### src/rtl/gbn_pkg.sv
`default_nettype none
package gbn_pkg;

  localparam int SEQ_W      = 3;
  localparam int TICK_W     = 16;
  localparam int LEN_W      = 9;
  localparam int FUNC_W     = 3;
  localparam int KIND_W     = 2;
  localparam int IN_DATA_W  = 24;
  localparam int OUT_DATA_W = 32;

  localparam logic [SEQ_W-1:0]  SEQ_MAX     = 3'd7;
  localparam logic [LEN_W-1:0]  MIN_LEN     = 9'd5;
  localparam logic [LEN_W-1:0]  HDR_BYTES   = 9'd7;
  localparam logic [LEN_W-1:0]  MAX_PAYLOAD = 9'd256;
  localparam logic [TICK_W-1:0] DATA_TO_RST = 16'd2000;
  localparam logic [TICK_W-1:0] ACK_DLY_RST = 16'd240;

  localparam logic [FUNC_W-1:0] EV_PKT_READY = 3'd0;
  localparam logic [FUNC_W-1:0] EV_PHY_READY = 3'd1;
  localparam logic [FUNC_W-1:0] EV_FRAME_IN  = 3'd2;
  localparam logic [FUNC_W-1:0] EV_DATA_TO   = 3'd3;
  localparam logic [FUNC_W-1:0] EV_ACK_TO    = 3'd4;

  localparam logic [KIND_W-1:0] FK_DATA = 2'd0;
  localparam logic [KIND_W-1:0] FK_ACK  = 2'd1;
  localparam logic [KIND_W-1:0] FK_NAK  = 2'd2;

  localparam logic CFG_DATA_TO = 1'b0;
  localparam logic CFG_ACK_DLY = 1'b1;

  typedef enum logic [2:0] {
    ACT_SEND_DATA = 3'd0,
    ACT_SEND_ACK  = 3'd1,
    ACT_SEND_NAK  = 3'd2,
    ACT_STOP_TMR  = 3'd3,
    ACT_START_ACK = 3'd4,
    ACT_DELIVER   = 3'd5,
    ACT_STATUS    = 3'd6
  } action_t;

  typedef struct packed {
    logic    latch;
    logic    emit;
    action_t action;
    logic    inc_buf;
    logic    inc_next;
    logic    slide;
    logic    set_phy;
    logic    set_nak;
    logic    inc_exp;
    logic    gb_init;
    logic    inc_cnt;
  } gbn_cmd_t;

  typedef struct packed {
    logic              out_free;
    logic [FUNC_W-1:0] func;
    logic [KIND_W-1:0] kind;
    logic              win_hit;
    logic              nak_hit;
    logic              buf_full;
    logic              bad_frame;
    logic              seq_match;
    logic              nak_allowed;
    logic              gb_more;
  } gbn_stat_t;

  function automatic logic in_window(input logic [SEQ_W-1:0] a,
                                     input logic [SEQ_W-1:0] b,
                                     input logic [SEQ_W-1:0] c);
    return (a <= b && b < c) || (c < a && a <= b) || (b < c && c < a);
  endfunction

endpackage
`default_nettype wire

### src/rtl/go_back_n_link_controller.sv
// Channel  Dir  Ports                         Word
// in_      in   in_tvalid/tready/tdata[23:0]  one link event
// out_     out  out_tvalid/tready/tdata[31:0]/tuser[2:0]/tlast  one link command
// cfg_     in   cfg_we/addr/wdata[15:0]       timer durations, 0 data, 1 ack delay
//
// An event emits N commands, N = 1..11, one command per cycle from the sequencer
// while out_tready stays high; a good received frame closes its ack slide in a
// state that emits nothing, and a resend closes its loop the same way.
// The next event is taken once its status word is loaded in the output register.
// Synchronous active-low reset; timers come back at 2000 and 240 ticks.
// A stalled output holds the sequencer in place; nothing is dropped.
`default_nettype none
module go_back_n_link_controller
  import gbn_pkg::*;
(
  input  wire logic                  clk,
  input  wire logic                  rst_n,
  input  wire logic                  in_tvalid,
  output logic                       in_tready,
  // func, frame_kind, rx_ack, frame_seq, frame_len, crc_good, zero pad
  input  wire logic [IN_DATA_W-1:0]  in_tdata,
  output logic                       out_tvalid,
  input  wire logic                  out_tready,
  // seq_num, ack_num, timer_ticks, deliver_len, net_enable
  output logic [OUT_DATA_W-1:0]      out_tdata,
  // action
  output logic [2:0]                 out_tuser,
  output logic                       out_tlast,
  input  wire logic                  cfg_we,
  input  wire logic                  cfg_addr,
  input  wire logic [TICK_W-1:0]     cfg_wdata
);

  gbn_cmd_t  cmd;
  gbn_stat_t stat;

  gbn_ctrl u_ctrl (
    .clk       (clk),
    .rst_n     (rst_n),
    .in_tvalid (in_tvalid),
    .in_tready (in_tready),
    .stat      (stat),
    .cmd       (cmd)
  );

  gbn_dpath u_dpath (
    .clk        (clk),
    .rst_n      (rst_n),
    .in_tdata   (in_tdata),
    .cfg_we     (cfg_we),
    .cfg_addr   (cfg_addr),
    .cfg_wdata  (cfg_wdata),
    .cmd        (cmd),
    .stat       (stat),
    .out_tvalid (out_tvalid),
    .out_tready (out_tready),
    .out_tdata  (out_tdata),
    .out_tuser  (out_tuser),
    .out_tlast  (out_tlast)
  );

`ifndef NO_ASSERTIONS
  a_one_event: assert property (@(posedge clk) disable iff (!rst_n)
    in_tvalid && in_tready |=> !in_tready)
    else $error("event accepted while another is in flight");

  a_last_is_status: assert property (@(posedge clk) disable iff (!rst_n)
    out_tvalid |-> (out_tlast == (out_tuser == ACT_STATUS)))
    else $error("tlast does not match status word");

  a_accept_after_status: assert property (@(posedge clk) disable iff (!rst_n)
    in_tvalid && in_tready |-> !out_tvalid || out_tlast)
    else $error("event accepted before previous run closed");
`endif

endmodule
`default_nettype wire

### src/rtl/gbn_ctrl.sv
`default_nettype none
module gbn_ctrl
  import gbn_pkg::*;
(
  input  wire logic      clk,
  input  wire logic      rst_n,
  input  wire logic      in_tvalid,
  output logic           in_tready,
  input  wire gbn_stat_t stat,
  output gbn_cmd_t       cmd
);

  typedef enum logic [10:0] {
    S_IDLE     = 11'b000_0000_0001,
    S_EVAL     = 11'b000_0000_0010,
    S_PKT      = 11'b000_0000_0100,
    S_ACKTO    = 11'b000_0000_1000,
    S_BADNAK   = 11'b000_0001_0000,
    S_SLIDE    = 11'b000_0010_0000,
    S_RXREPLY  = 11'b000_0100_0000,
    S_DELIVER  = 11'b000_1000_0000,
    S_ACKSTART = 11'b001_0000_0000,
    S_GOBACK   = 11'b010_0000_0000,
    S_STATUS   = 11'b100_0000_0000
  } state_t;

  state_t state_r, state_nxt;

  assign in_tready = (state_r == S_IDLE);

  always_ff @(posedge clk) begin
    if (!rst_n) begin
      state_r <= S_IDLE;
    end else begin
      state_r <= state_nxt;
    end
  end

  always_comb begin
    state_nxt = state_r;
    cmd       = '0;
    unique case (state_r)
      S_IDLE: begin
        if (in_tvalid) begin
          cmd.latch = 1'b1;
          state_nxt = S_EVAL;
        end
      end
      S_EVAL: begin
        case (stat.func)
          EV_PKT_READY: state_nxt = stat.buf_full ? S_STATUS : S_PKT;
          EV_PHY_READY: begin
            cmd.set_phy = 1'b1;
            state_nxt   = S_STATUS;
          end
          EV_FRAME_IN: begin
            if (stat.bad_frame) begin
              state_nxt = stat.nak_allowed ? S_BADNAK : S_STATUS;
            end else begin
              state_nxt = S_SLIDE;
            end
          end
          EV_DATA_TO: begin
            cmd.gb_init = 1'b1;
            state_nxt   = S_GOBACK;
          end
          EV_ACK_TO: state_nxt = S_ACKTO;
          default:   state_nxt = S_STATUS;
        endcase
      end
      S_PKT: begin
        if (stat.out_free) begin
          cmd.emit     = 1'b1;
          cmd.action   = ACT_SEND_DATA;
          cmd.inc_buf  = 1'b1;
          cmd.inc_next = 1'b1;
          state_nxt    = S_STATUS;
        end
      end
      S_ACKTO: begin
        if (stat.out_free) begin
          cmd.emit   = 1'b1;
          cmd.action = ACT_SEND_ACK;
          state_nxt  = S_STATUS;
        end
      end
      S_BADNAK: begin
        if (stat.out_free) begin
          cmd.emit   = 1'b1;
          cmd.action = ACT_SEND_NAK;
          state_nxt  = S_STATUS;
        end
      end
      S_SLIDE: begin
        if (stat.win_hit) begin
          if (stat.out_free) begin
            cmd.emit   = 1'b1;
            cmd.action = ACT_STOP_TMR;
            cmd.slide  = 1'b1;
          end
        end else if (stat.kind == FK_DATA) begin
          state_nxt = S_RXREPLY;
        end else if (stat.kind == FK_NAK && stat.nak_hit) begin
          cmd.gb_init = 1'b1;
          state_nxt   = S_GOBACK;
        end else begin
          state_nxt = S_STATUS;
        end
      end
      S_RXREPLY: begin
        if (stat.out_free) begin
          cmd.emit   = 1'b1;
          cmd.action = (!stat.seq_match && stat.nak_allowed) ? ACT_SEND_NAK : ACT_START_ACK;
          state_nxt  = stat.seq_match ? S_DELIVER : S_STATUS;
        end
      end
      S_DELIVER: begin
        if (stat.out_free) begin
          cmd.emit    = 1'b1;
          cmd.action  = ACT_DELIVER;
          cmd.set_nak = 1'b1;
          cmd.inc_exp = 1'b1;
          state_nxt   = S_ACKSTART;
        end
      end
      S_ACKSTART: begin
        if (stat.out_free) begin
          cmd.emit   = 1'b1;
          cmd.action = ACT_START_ACK;
          state_nxt  = S_STATUS;
        end
      end
      S_GOBACK: begin
        if (!stat.gb_more) begin
          state_nxt = S_STATUS;
        end else if (stat.out_free) begin
          cmd.emit     = 1'b1;
          cmd.action   = ACT_SEND_DATA;
          cmd.inc_next = 1'b1;
          cmd.inc_cnt  = 1'b1;
        end
      end
      S_STATUS: begin
        if (stat.out_free) begin
          cmd.emit   = 1'b1;
          cmd.action = ACT_STATUS;
          state_nxt  = S_IDLE;
        end
      end
      default: state_nxt = S_IDLE;
    endcase
  end

endmodule
`default_nettype wire

### src/rtl/gbn_dpath.sv
`default_nettype none
module gbn_dpath
  import gbn_pkg::*;
(
  input  wire logic                  clk,
  input  wire logic                  rst_n,
  input  wire logic [IN_DATA_W-1:0]  in_tdata,
  input  wire logic                  cfg_we,
  input  wire logic                  cfg_addr,
  input  wire logic [TICK_W-1:0]     cfg_wdata,
  input  wire gbn_cmd_t              cmd,
  output gbn_stat_t                  stat,
  output logic                       out_tvalid,
  input  wire logic                  out_tready,
  output logic [OUT_DATA_W-1:0]      out_tdata,
  output logic [2:0]                 out_tuser,
  output logic                       out_tlast
);

  // latched event
  logic [FUNC_W-1:0] func_r;
  logic [KIND_W-1:0] kind_r;
  logic [SEQ_W-1:0]  fack_r, fseq_r;
  logic [LEN_W-1:0]  flen_r;
  logic              crc_r;

  // config
  logic [TICK_W-1:0] data_to_r, ack_dly_r;

  // link state
  logic [SEQ_W-1:0] next_r, next_nxt;
  logic [SEQ_W-1:0] base_r, base_nxt;
  logic [SEQ_W-1:0] buf_r, buf_nxt;
  logic [SEQ_W-1:0] exp_r, exp_nxt;
  logic [SEQ_W-1:0] cnt_r, cnt_nxt;
  logic             phy_r, phy_nxt;
  logic             nak_r, nak_nxt;

  // output word
  logic              oval_r;
  action_t           oact_r;
  logic [SEQ_W-1:0]  oseq_r, oack_r;
  logic [TICK_W-1:0] otick_r;
  logic [LEN_W-1:0]  olen_r;
  logic              one_r, olast_r;
  logic [SEQ_W-1:0]  oseq_nxt, oack_nxt;
  logic [TICK_W-1:0] otick_nxt;
  logic [LEN_W-1:0]  olen_nxt;
  logic              one_nxt, olast_nxt;

  logic [LEN_W-1:0] dlen_raw, dlen;
  logic             is_tx;

  assign dlen_raw = flen_r - HDR_BYTES;
  always_comb begin
    if (flen_r < HDR_BYTES) begin
      dlen = '0;
    end else if (dlen_raw > MAX_PAYLOAD) begin
      dlen = MAX_PAYLOAD;
    end else begin
      dlen = dlen_raw;
    end
  end

  assign is_tx = cmd.emit && (cmd.action == ACT_SEND_DATA || cmd.action == ACT_SEND_ACK ||
                              cmd.action == ACT_SEND_NAK);

  always_comb begin
    stat.out_free    = !oval_r || out_tready;
    stat.func        = func_r;
    stat.kind        = kind_r;
    stat.win_hit     = in_window(base_r, fack_r, next_r);
    stat.nak_hit     = in_window(base_r, fack_r + 3'd1, next_r);
    stat.buf_full    = (buf_r >= SEQ_MAX);
    stat.bad_frame   = (flen_r < MIN_LEN) || !crc_r;
    stat.seq_match   = (fseq_r == exp_r);
    stat.nak_allowed = nak_r;
    stat.gb_more     = (cnt_r < buf_r);
  end

  always_comb begin
    next_nxt = next_r;
    base_nxt = base_r;
    buf_nxt  = buf_r;
    exp_nxt  = exp_r;
    cnt_nxt  = cnt_r;
    phy_nxt  = phy_r;
    nak_nxt  = nak_r;
    if (cmd.gb_init) begin
      next_nxt = base_r;
      cnt_nxt  = '0;
    end else if (cmd.inc_next) begin
      next_nxt = next_r + 3'd1;
    end
    if (cmd.inc_cnt) cnt_nxt = cnt_r + 3'd1;
    if (cmd.slide) begin
      base_nxt = base_r + 3'd1;
      if (buf_r != '0) buf_nxt = buf_r - 3'd1;
    end else if (cmd.inc_buf) begin
      buf_nxt = buf_r + 3'd1;
    end
    if (cmd.inc_exp) exp_nxt = exp_r + 3'd1;
    if (cmd.set_phy) begin
      phy_nxt = 1'b1;
    end else if (is_tx) begin
      phy_nxt = 1'b0;
    end
    if (cmd.set_nak) begin
      nak_nxt = 1'b1;
    end else if (cmd.emit && cmd.action == ACT_SEND_NAK) begin
      nak_nxt = 1'b0;
    end
  end

  always_comb begin
    oseq_nxt  = '0;
    oack_nxt  = '0;
    otick_nxt = '0;
    olen_nxt  = '0;
    one_nxt   = 1'b0;
    olast_nxt = 1'b0;
    case (cmd.action) inside
      ACT_SEND_DATA: begin
        oseq_nxt  = next_r;
        oack_nxt  = exp_r - 3'd1;
        otick_nxt = data_to_r;
      end
      ACT_SEND_ACK, ACT_SEND_NAK: oack_nxt = exp_r - 3'd1;
      ACT_STOP_TMR:  oseq_nxt  = base_r;
      ACT_START_ACK: otick_nxt = ack_dly_r;
      ACT_DELIVER: begin
        oseq_nxt = fseq_r;
        olen_nxt = dlen;
      end
      ACT_STATUS: begin
        one_nxt   = (buf_nxt < SEQ_MAX) && phy_nxt;
        olast_nxt = 1'b1;
      end
      default: olast_nxt = 1'b0;
    endcase
  end

  always_ff @(posedge clk) begin
    if (!rst_n) begin
      next_r    <= '0;
      base_r    <= '0;
      buf_r     <= '0;
      exp_r     <= '0;
      cnt_r     <= '0;
      phy_r     <= 1'b0;
      nak_r     <= 1'b1;
      data_to_r <= DATA_TO_RST;
      ack_dly_r <= ACK_DLY_RST;
      oval_r    <= 1'b0;
    end else begin
      next_r <= next_nxt;
      base_r <= base_nxt;
      buf_r  <= buf_nxt;
      exp_r  <= exp_nxt;
      cnt_r  <= cnt_nxt;
      phy_r  <= phy_nxt;
      nak_r  <= nak_nxt;
      if (cfg_we) begin
        unique case (cfg_addr)
          CFG_DATA_TO: data_to_r <= cfg_wdata;
          CFG_ACK_DLY: ack_dly_r <= cfg_wdata;
          default:     data_to_r <= data_to_r;
        endcase
      end
      if (cmd.emit) begin
        oval_r <= 1'b1;
      end else if (out_tready) begin
        oval_r <= 1'b0;
      end
    end
  end

  always_ff @(posedge clk) begin
    if (cmd.latch) begin
      func_r <= in_tdata[2:0];
      kind_r <= in_tdata[4:3];
      fack_r <= in_tdata[7:5];
      fseq_r <= in_tdata[10:8];
      flen_r <= in_tdata[19:11];
      crc_r  <= in_tdata[20];
    end
    if (cmd.emit) begin
      oact_r  <= cmd.action;
      oseq_r  <= oseq_nxt;
      oack_r  <= oack_nxt;
      otick_r <= otick_nxt;
      olen_r  <= olen_nxt;
      one_r   <= one_nxt;
      olast_r <= olast_nxt;
    end
  end

  assign out_tvalid = oval_r;
  assign out_tuser  = oact_r;
  assign out_tlast  = olast_r;
  assign out_tdata  = {one_r, olen_r, otick_r, oack_r, oseq_r};

endmodule
`default_nettype wire

### config.mk
export PLATFORM = sky130hd
export DESIGN_NAME = go_back_n_link_controller
export DESIGN_NICKNAME = d
export VERILOG_FILES = /design/src/rtl/gbn_pkg.sv /design/src/rtl/go_back_n_link_controller.sv /design/src/rtl/gbn_ctrl.sv /design/src/rtl/gbn_dpath.sv
export SDC_FILE = /design/constraint.sdc
export NUM_CORES = 1
export LEC_CHECK = 0
export ABC_AREA = 1
export BUFFER_PORTS_ARGS = -buffer_cell sky130_fd_sc_hd__buf_2
export CAP_MARGIN = 10
export CORE_ASPECT_RATIO = 1.2
export CORE_MARGIN = 2
export CORE_UTILIZATION = 52
export DETAILED_ROUTE_END_ITERATION = 6
export GPL_ROUTABILITY_DRIVEN = 0
export PLACE_DENSITY = 0.86
export SETUP_SLACK_MARGIN = 0.2
export SLEW_MARGIN = 20
export SYNTH_ARGS = -nofsm -noshare
export SYNTH_HDL_FRONTEND = slang
export SYNTH_SLANG_ARGS = --single-unit
### constraint.sdc
create_clock -name clk -period 2.7 [get_ports clk]
set_input_delay 0.135 -clock clk [delete_from_list [all_inputs] [get_ports clk]]
set_output_delay 0.135 -clock clk [all_outputs]
set_load 0.05 [all_outputs]
# ---- Word-level counts from Yosys, hierarchy flattened
# Index checks and enable logic that the tools add are counted.
dict set report totals {
  reg_bits 118
  output_inout_bits 38
  word_cells 188
}
dict set report op_classes {
  addsub 9
  n_lt_le_gt_ge 11
  eq_ne 30
  mux 70
  bitwise_logic 4
  n_reduce_logical 39
}
# operator n
set op_table {}
lappend op_table {{$mux W11} 13}
lappend op_table {{$pmux W11 S8} 1}
lappend op_table {{$mux W16} 4}
lappend op_table {{$mux W3} 15}
lappend op_table {{$pmux W11 S4} 1}
lappend op_table {{$mux W4} 10}
lappend op_table {{$pmux W4 S9} 1}
lappend op_table {{$mux W1} 19}
lappend op_table {{$add A3 B1 Y3 const B} 6}
lappend op_table {{$lt A9 B3 Y1 const B} 2}
lappend op_table {{$reduce_or A7 Y1} 2}
lappend op_table {{$eq A3 B2 Y1 const B} 4}
lappend op_table {{$eq A3 B3 Y1 const B} 4}
lappend op_table {{$lt A3 B3 Y1} 4}
lappend op_table {{$ne A2 B2 Y1 const B} 6}
lappend op_table {{$eq A11 B1 Y1 const B} 1}
lappend op_table {{$eq A11 B10 Y1 const B} 1}
lappend op_table {{$eq A11 B11 Y1 const B} 1}
lappend op_table {{$eq A11 B2 Y1 const B} 1}
lappend op_table {{$eq A11 B3 Y1 const B} 1}
lappend op_table {{$eq A11 B4 Y1 const B} 1}
lappend op_table {{$eq A11 B5 Y1 const B} 1}
lappend op_table {{$eq A11 B6 Y1 const B} 1}
lappend op_table {{$eq A11 B7 Y1 const B} 1}
lappend op_table {{other kinds (30)} 62}

# ---- Logic depth before layout (Yosys ltp)
dict set report logic_depth {
  word_depth 13
  ltp_mapped 17
  mapped_depth_nobuf 17
}

# ---- Hierarchy
# Synthesis repeated with hierarchy kept, for this count alone.
dict set report unflattened {
  hier_cells 697
  hier_area_um2 5863.1
}
# module n_inst cells_each area_per_inst_um2 seq_area_each_um2
set modules_own_cells {}
lappend modules_own_cells {gbn_dpath 1 508 4825.9 2712.6}
lappend modules_own_cells {gbn_ctrl 1 189 1037.2 220.2}

# ---- Worst setup path before layout
# Ideal clock, no wire load.
dict set report synth_timing {
  kind {register to register}
  start {register u_dpath.next_r[2]}
  end {register u_dpath.one_r, data pin}
  arrival_time_ns 2.542
  required_time_ns 2.443
  slack_ns -0.098
  path_stages_with_launch 15
  path_buffers 0
  synth_period_minus_slack_ns 2.798
  path_cell_list {dfxtp_1 inv_1 ha_1 nand2_1 nand2_1 a21oi_1 inv_1 nand2_1 nand3_2 nand2_2 nand2_1 nand2_1 nand2_1 a21oi_1 nor2_1}
}
# element line
set synth_rtl {}
lappend synth_rtl {{start: declaration} gbn_dpath.sv:31} ;# logic [SEQ_W-1:0] next_r, next_nxt;
lappend synth_rtl {{start signal: assignment} gbn_dpath.sv:156} ;# next_r <= next_nxt;
lappend synth_rtl {{end signal: assignment} gbn_dpath.sv:193} ;# one_r <= one_nxt;
lappend synth_rtl {{end: declaration} gbn_dpath.sv:45} ;# logic one_r, olast_r;

# ---- Worst setup path in the final report
dict set report layout_timing {
  start {register u_dpath.fack_r[0]}
  end {register u_dpath.next_r[2]}
}
dict set report layout_via {
  elab_chain_cells 11
  word_cells_on_any_way 22
}
# element line
set layout_lines {}
lappend layout_lines {{start: declaration} gbn_dpath.sv:23} ;# logic [SEQ_W-1:0] fack_r, fseq_r;
lappend layout_lines {{start signal: assignment} gbn_dpath.sv:182} ;# fack_r <= in_tdata[7:5];
lappend layout_lines {{$add A3 B1 Y3} gbn_dpath.sv:73} ;# stat.nak_hit = in_window(base_r, fack_r + 3'd1, next_r);
lappend layout_lines {{$le A3 B3 Y1 or $lt A3 B3 Y1 (tied branches)} gbn_pkg.sv:72} ;# return (a <= b && b < c) || (c < a && a <= b) || (b < c && c < a);
lappend layout_lines {{$logic_and A1 B1 Y1} gbn_pkg.sv:72}
lappend layout_lines {{$logic_or A1 B1 Y1 (2 in a row)} gbn_pkg.sv:72}
lappend layout_lines {{$logic_and A1 B1 Y1} gbn_ctrl.sv:103} ;# end else if (stat.kind == FK_NAK && stat.nak_hit) begin
lappend layout_lines {{$mux W1} gbn_ctrl.sv:103}
lappend layout_lines {{$mux W1} gbn_ctrl.sv:101} ;# end else if (stat.kind == FK_DATA) begin
lappend layout_lines {{$mux W1 (*)} gbn_ctrl.sv:95} ;# if (stat.win_hit) begin
lappend layout_lines {{$pmux W1 S2 (*)} gbn_ctrl.sv:42} ;# unique case (state_r)
lappend layout_lines {{$mux W3 or $reduce_bool A2 Y1 (tied branches)} n/a}
# Mark *: on every way between the ends. The rest lies on a longest branch, timed or not.
# A chain may end at the register's enable or synchronous reset.

==> results.md <==
- Outcome: completed
- Reg-to-reg endpoint: u_dpath.next_r[2]
- First-pass GRT wire length: 24400 um
- Worst r2r src: u_dpath.fack_r[0]
- RSZ-0062 raised after global routing: no
- Hold Path Sink: u_dpath.ack_dly_r[3]
- Achievable Freq: 411 MHz
- Wire per inst: 15.9 um
- Final TNS setup: 0 ns
- Total iterations of the first detailed-routing run: 6
- Min cycle time layout: 2.43 ns
- Worst path required time: 3.00 ns
- WHS Path Cells: 3
- Max cap viols: 0
- H-tree depth: 4
- DR DRC count: 0
- PortBufs: 80
- Number of global-route vias before repair: 5332
- Post-route ant nets: 0
- Buf+Inv Stages, Crit Path: 1
- Rows: 43
- Synth warn: 0
- CTS clk-pin slew, worst paths: around 0.050 ns
- Die extent in x: 102 um
- CTS root buffer: clkbuf_16
- Setup ws final: 0.268 ns
- WP data arrival: 2.73 ns
- Worst IR Drop VDD: 888 uV
- R2R setup slack: 0.27 ns
- CP max stage cell: edfxtp_1
- Dpl cells: 935
- Syn avg cell area: between 8 and 9 um2
- Layout cells sized above 1: between 20 and 25%
- Critical Path Start Type: flip-flop
- CP endpoint kind: flip-flop
- Nets: about 900
- Skew-Pair Late Insertion Delay: 0.42 ns
- Commonest non-fill, non-tap cells in the layout: nand2_1, inv_1, nor2_1, buf_2, dfxtp_1
- Commonest non-fill, non-tap cell in the layout: nand2_1
- Num ports: 84
- Power Density: between 1000 and 1500 nW/um2
- DP HPWL: 9520 um
- Seq/Total Area, Yosys: 48.7%
- Critical-path cell list: ha_1 > xnor2_2 > ha_1 > a21oi_1 > nand2_1 > nand3_1 > nand2_1 > inv_1 > nand3_1 > nand2_1 > nand2_2 > nand2_2 > nor2_4 > nor2_1 > nor2_1
- TritonCTS buffer count: 17
- Largest net degree at the start of global routing: 33
- Setup Viol. Count Final: 0
- Max Clock Skew: between 0.007 and 0.008 ns
- PnR Total Power: 8760 uW
- R2R depth: 15
- Remaining Overflow, GRT: 0
- Die footprint: 12500 um2
- Synth-to-layout area growth: 28.2%
- Post-DR vias/cell: 5.46
- Post-Syn Area: 6020 um2
- HP Class: in2reg
- Clock Sinks: 118
- Post-Syn Instances: 709
- Crit path largest cell delay: 0.42 ns
- Critical path type: reg2reg
- Hold path start: cfg_wdata[3]
- Synth Register Bits: 118
- Iter 0 DRT Violations: 688
- Die Height: between 100 and 150 um
- CTS tree: yes
- Crit share post-route: 90.1%
- Final Max Tran Viols: 0
- DP Worst Slack: 0.224 ns
- Syn Nets: 780
- Final Instance Count excl. Fillers: roughly 1000
- Worst-Margin Slew: 0.596 ns
- Antenna violations before repair: 0
- Post-Route WL: 16100 um
- Critical path's top delay family: simple AND/OR/NAND/NOR gates
- Via count: around 5500
- # diodes: 0
- Core footprint: about 11000 um2
- GRT Util Overall: 25.4%
- Synth cell types: 41
- Clk buf depth: 2
- Leakage: approximately 0.0035 uW
- Cell depth of the worst setup path: 15
- Hold Slack: around 0.013 ns
- Final Hold Violating Endpoints: 0
- Starting Density: 52.8%
- Slew margin rel.: 60.2%
- Crit-path most repeated cell: nand2_1
- CP Max Fanout: 8
-- metal layers --
| metal | part of all wire [%] | global-route usage, % | wire length [um] |
|---|---|---|---|
| met2 | 49 | 42.1 | 7960 |
| met4 | 4.9 | 16.3 | 793 |
| met3 | 8.1 | 7.29 | 1310 |
| met5 | 0 | 0 | 0 |
| met1 | 38 | 28.3 | 6060 |
-- worst max-delay path by stage --
stage	start	endpoint
2_1_floorplan	u_dpath.next_r[2]	u_dpath.one_r
3_3_place_gp	u_dpath.next_r[2]	u_dpath.olen_r[6]
3_5_place_dp	u_dpath.next_r[2]	u_dpath.olen_r[5]
4_1_cts	u_dpath.next_r[2]	u_dpath.otick_r[2]
5_1_grt	u_dpath.base_r[2]	u_dpath.oseq_r[0]
6_report	u_dpath.fack_r[0]	u_dpath.next_r[2]
-- sequential cells by signal (all words and copies together) (netlist names), 9 cells and up --
signal,cells
u_dpath.ack_dly_r,16
u_ctrl.state_r,11
u_dpath.flen_r,9
u_dpath.data_to_r,16
u_dpath.otick_r,16
u_dpath.olen_r,9
-- through the flow --
step           area [um2]  util [%]
6_report             7720      67.7
5_1_grt              7720      67.7
4_1_cts              7580      66.5
3_5_place_dp         6580      57.7
3_3_place_gp         6580      57.7
2_1_floorplan        6030         -
-- cells in the mapped netlist --
| cell type | n | area [um2] |
|---|---|---|
| o21ai_4 | 1 | 16.3 |
| a31oi_1 | 1 | 6.26 |
| nor2_2 | 4 | 25.0 |
| nor3_2 | 1 | 10.0 |
| xnor2_1 | 5 | 43.8 |
| nand3_4 | 1 | 17.5 |
| nor2_1 | 83 | 312 |
| nor3_4 | 1 | 16.3 |
| nand2_2 | 9 | 56.3 |
| o21ai_2 | 12 | 105 |
| buf_6 | 2 | 22.5 |
| nand3b_1 | 3 | 22.5 |
| inv_1 | 95 | 357 |
| nor2_8 | 1 | 20.0 |
| buf_12 | 1 | 20.0 |
| nor4_1 | 2 | 12.5 |
| o21a_1 | 1 | 7.51 |
| buf_2 | 1 | 5.00 |
| nand4_1 | 27 | 169 |
| dfxtp_1 | 61 | 1220 |
| buf_4 | 4 | 30.0 |
| xor2_1 | 10 | 87.6 |
| nor2_4 | 4 | 45.0 |
| nand3_1 | 23 | 115 |
| nor3_1 | 13 | 65.1 |
| nand2_4 | 3 | 33.8 |
| inv_4 | 1 | 6.26 |
| nand4_2 | 1 | 12.5 |
| o21ai_0 | 53 | 265 |
| a21oi_1 | 33 | 165 |
| o211ai_1 | 9 | 67.6 |
| buf_1 | 1 | 3.75 |
| nand3_2 | 2 | 20.0 |
| inv_2 | 9 | 33.8 |
| ha_1 | 25 | 313 |
| edfxtp_1 | 57 | 1710 |
| clkinv_1 | 1 | 3.75 |
| a21oi_2 | 4 | 35.0 |
| nand2_1 | 133 | 499 |
| a21boi_0 | 1 | 7.51 |
| clkbuf_1 | 10 | 37.5 |
-- tightest hold or removal path: stages --
cell,delay [ns]
buf_2,0.08
o21ai_0,0.09
nor2_1,0.08
-- power by group --
group	leakage, uW	internal [uW]	switching (uW)	total [uW]
clock	0.000322	1680	820	2500
combinational	0.00218	1020	2490	3510
sequential	0.00102	2490	267	2750
-- final cells by class --
class | instances | area, um2
Sequential cell | 118 | 2940
Multi-Input combinational cell | 467 | 2630
Clock buffer | 22 | 495
Tap cell | 157 | 196
Inverter | 106 | 400
Timing Repair Buffer | 131 | 901
Fill cell | 847 | 3680
Clock inverter | 10 | 164
-- cells by family (layout without fill, tap and decap cells) --
group	Yosys count	in the layout	share of synthesized area, %
AOI/OAI and AO/OA	115	115	11.2
xor gates and xnor gates	15	15	2.18
adders and majority gates	25	25	5.19
buffers and inverters	125	269	8.62
DFF	118	118	48.7
and+or+nand+nor	311	312	24.1
-- repair_timing --
action / CTS / global route
hold buffers: 34 / 0
endpoints found under the hold margin: 37 / 0
resized for setup: 3 / 15
pin swaps: 0 / 2
setup buffers: 0 / 9
cloned: 0 / 1
endpoints found under the setup margin: 16 / 60
No activity file was read; power rests on OpenSTA's default activity.
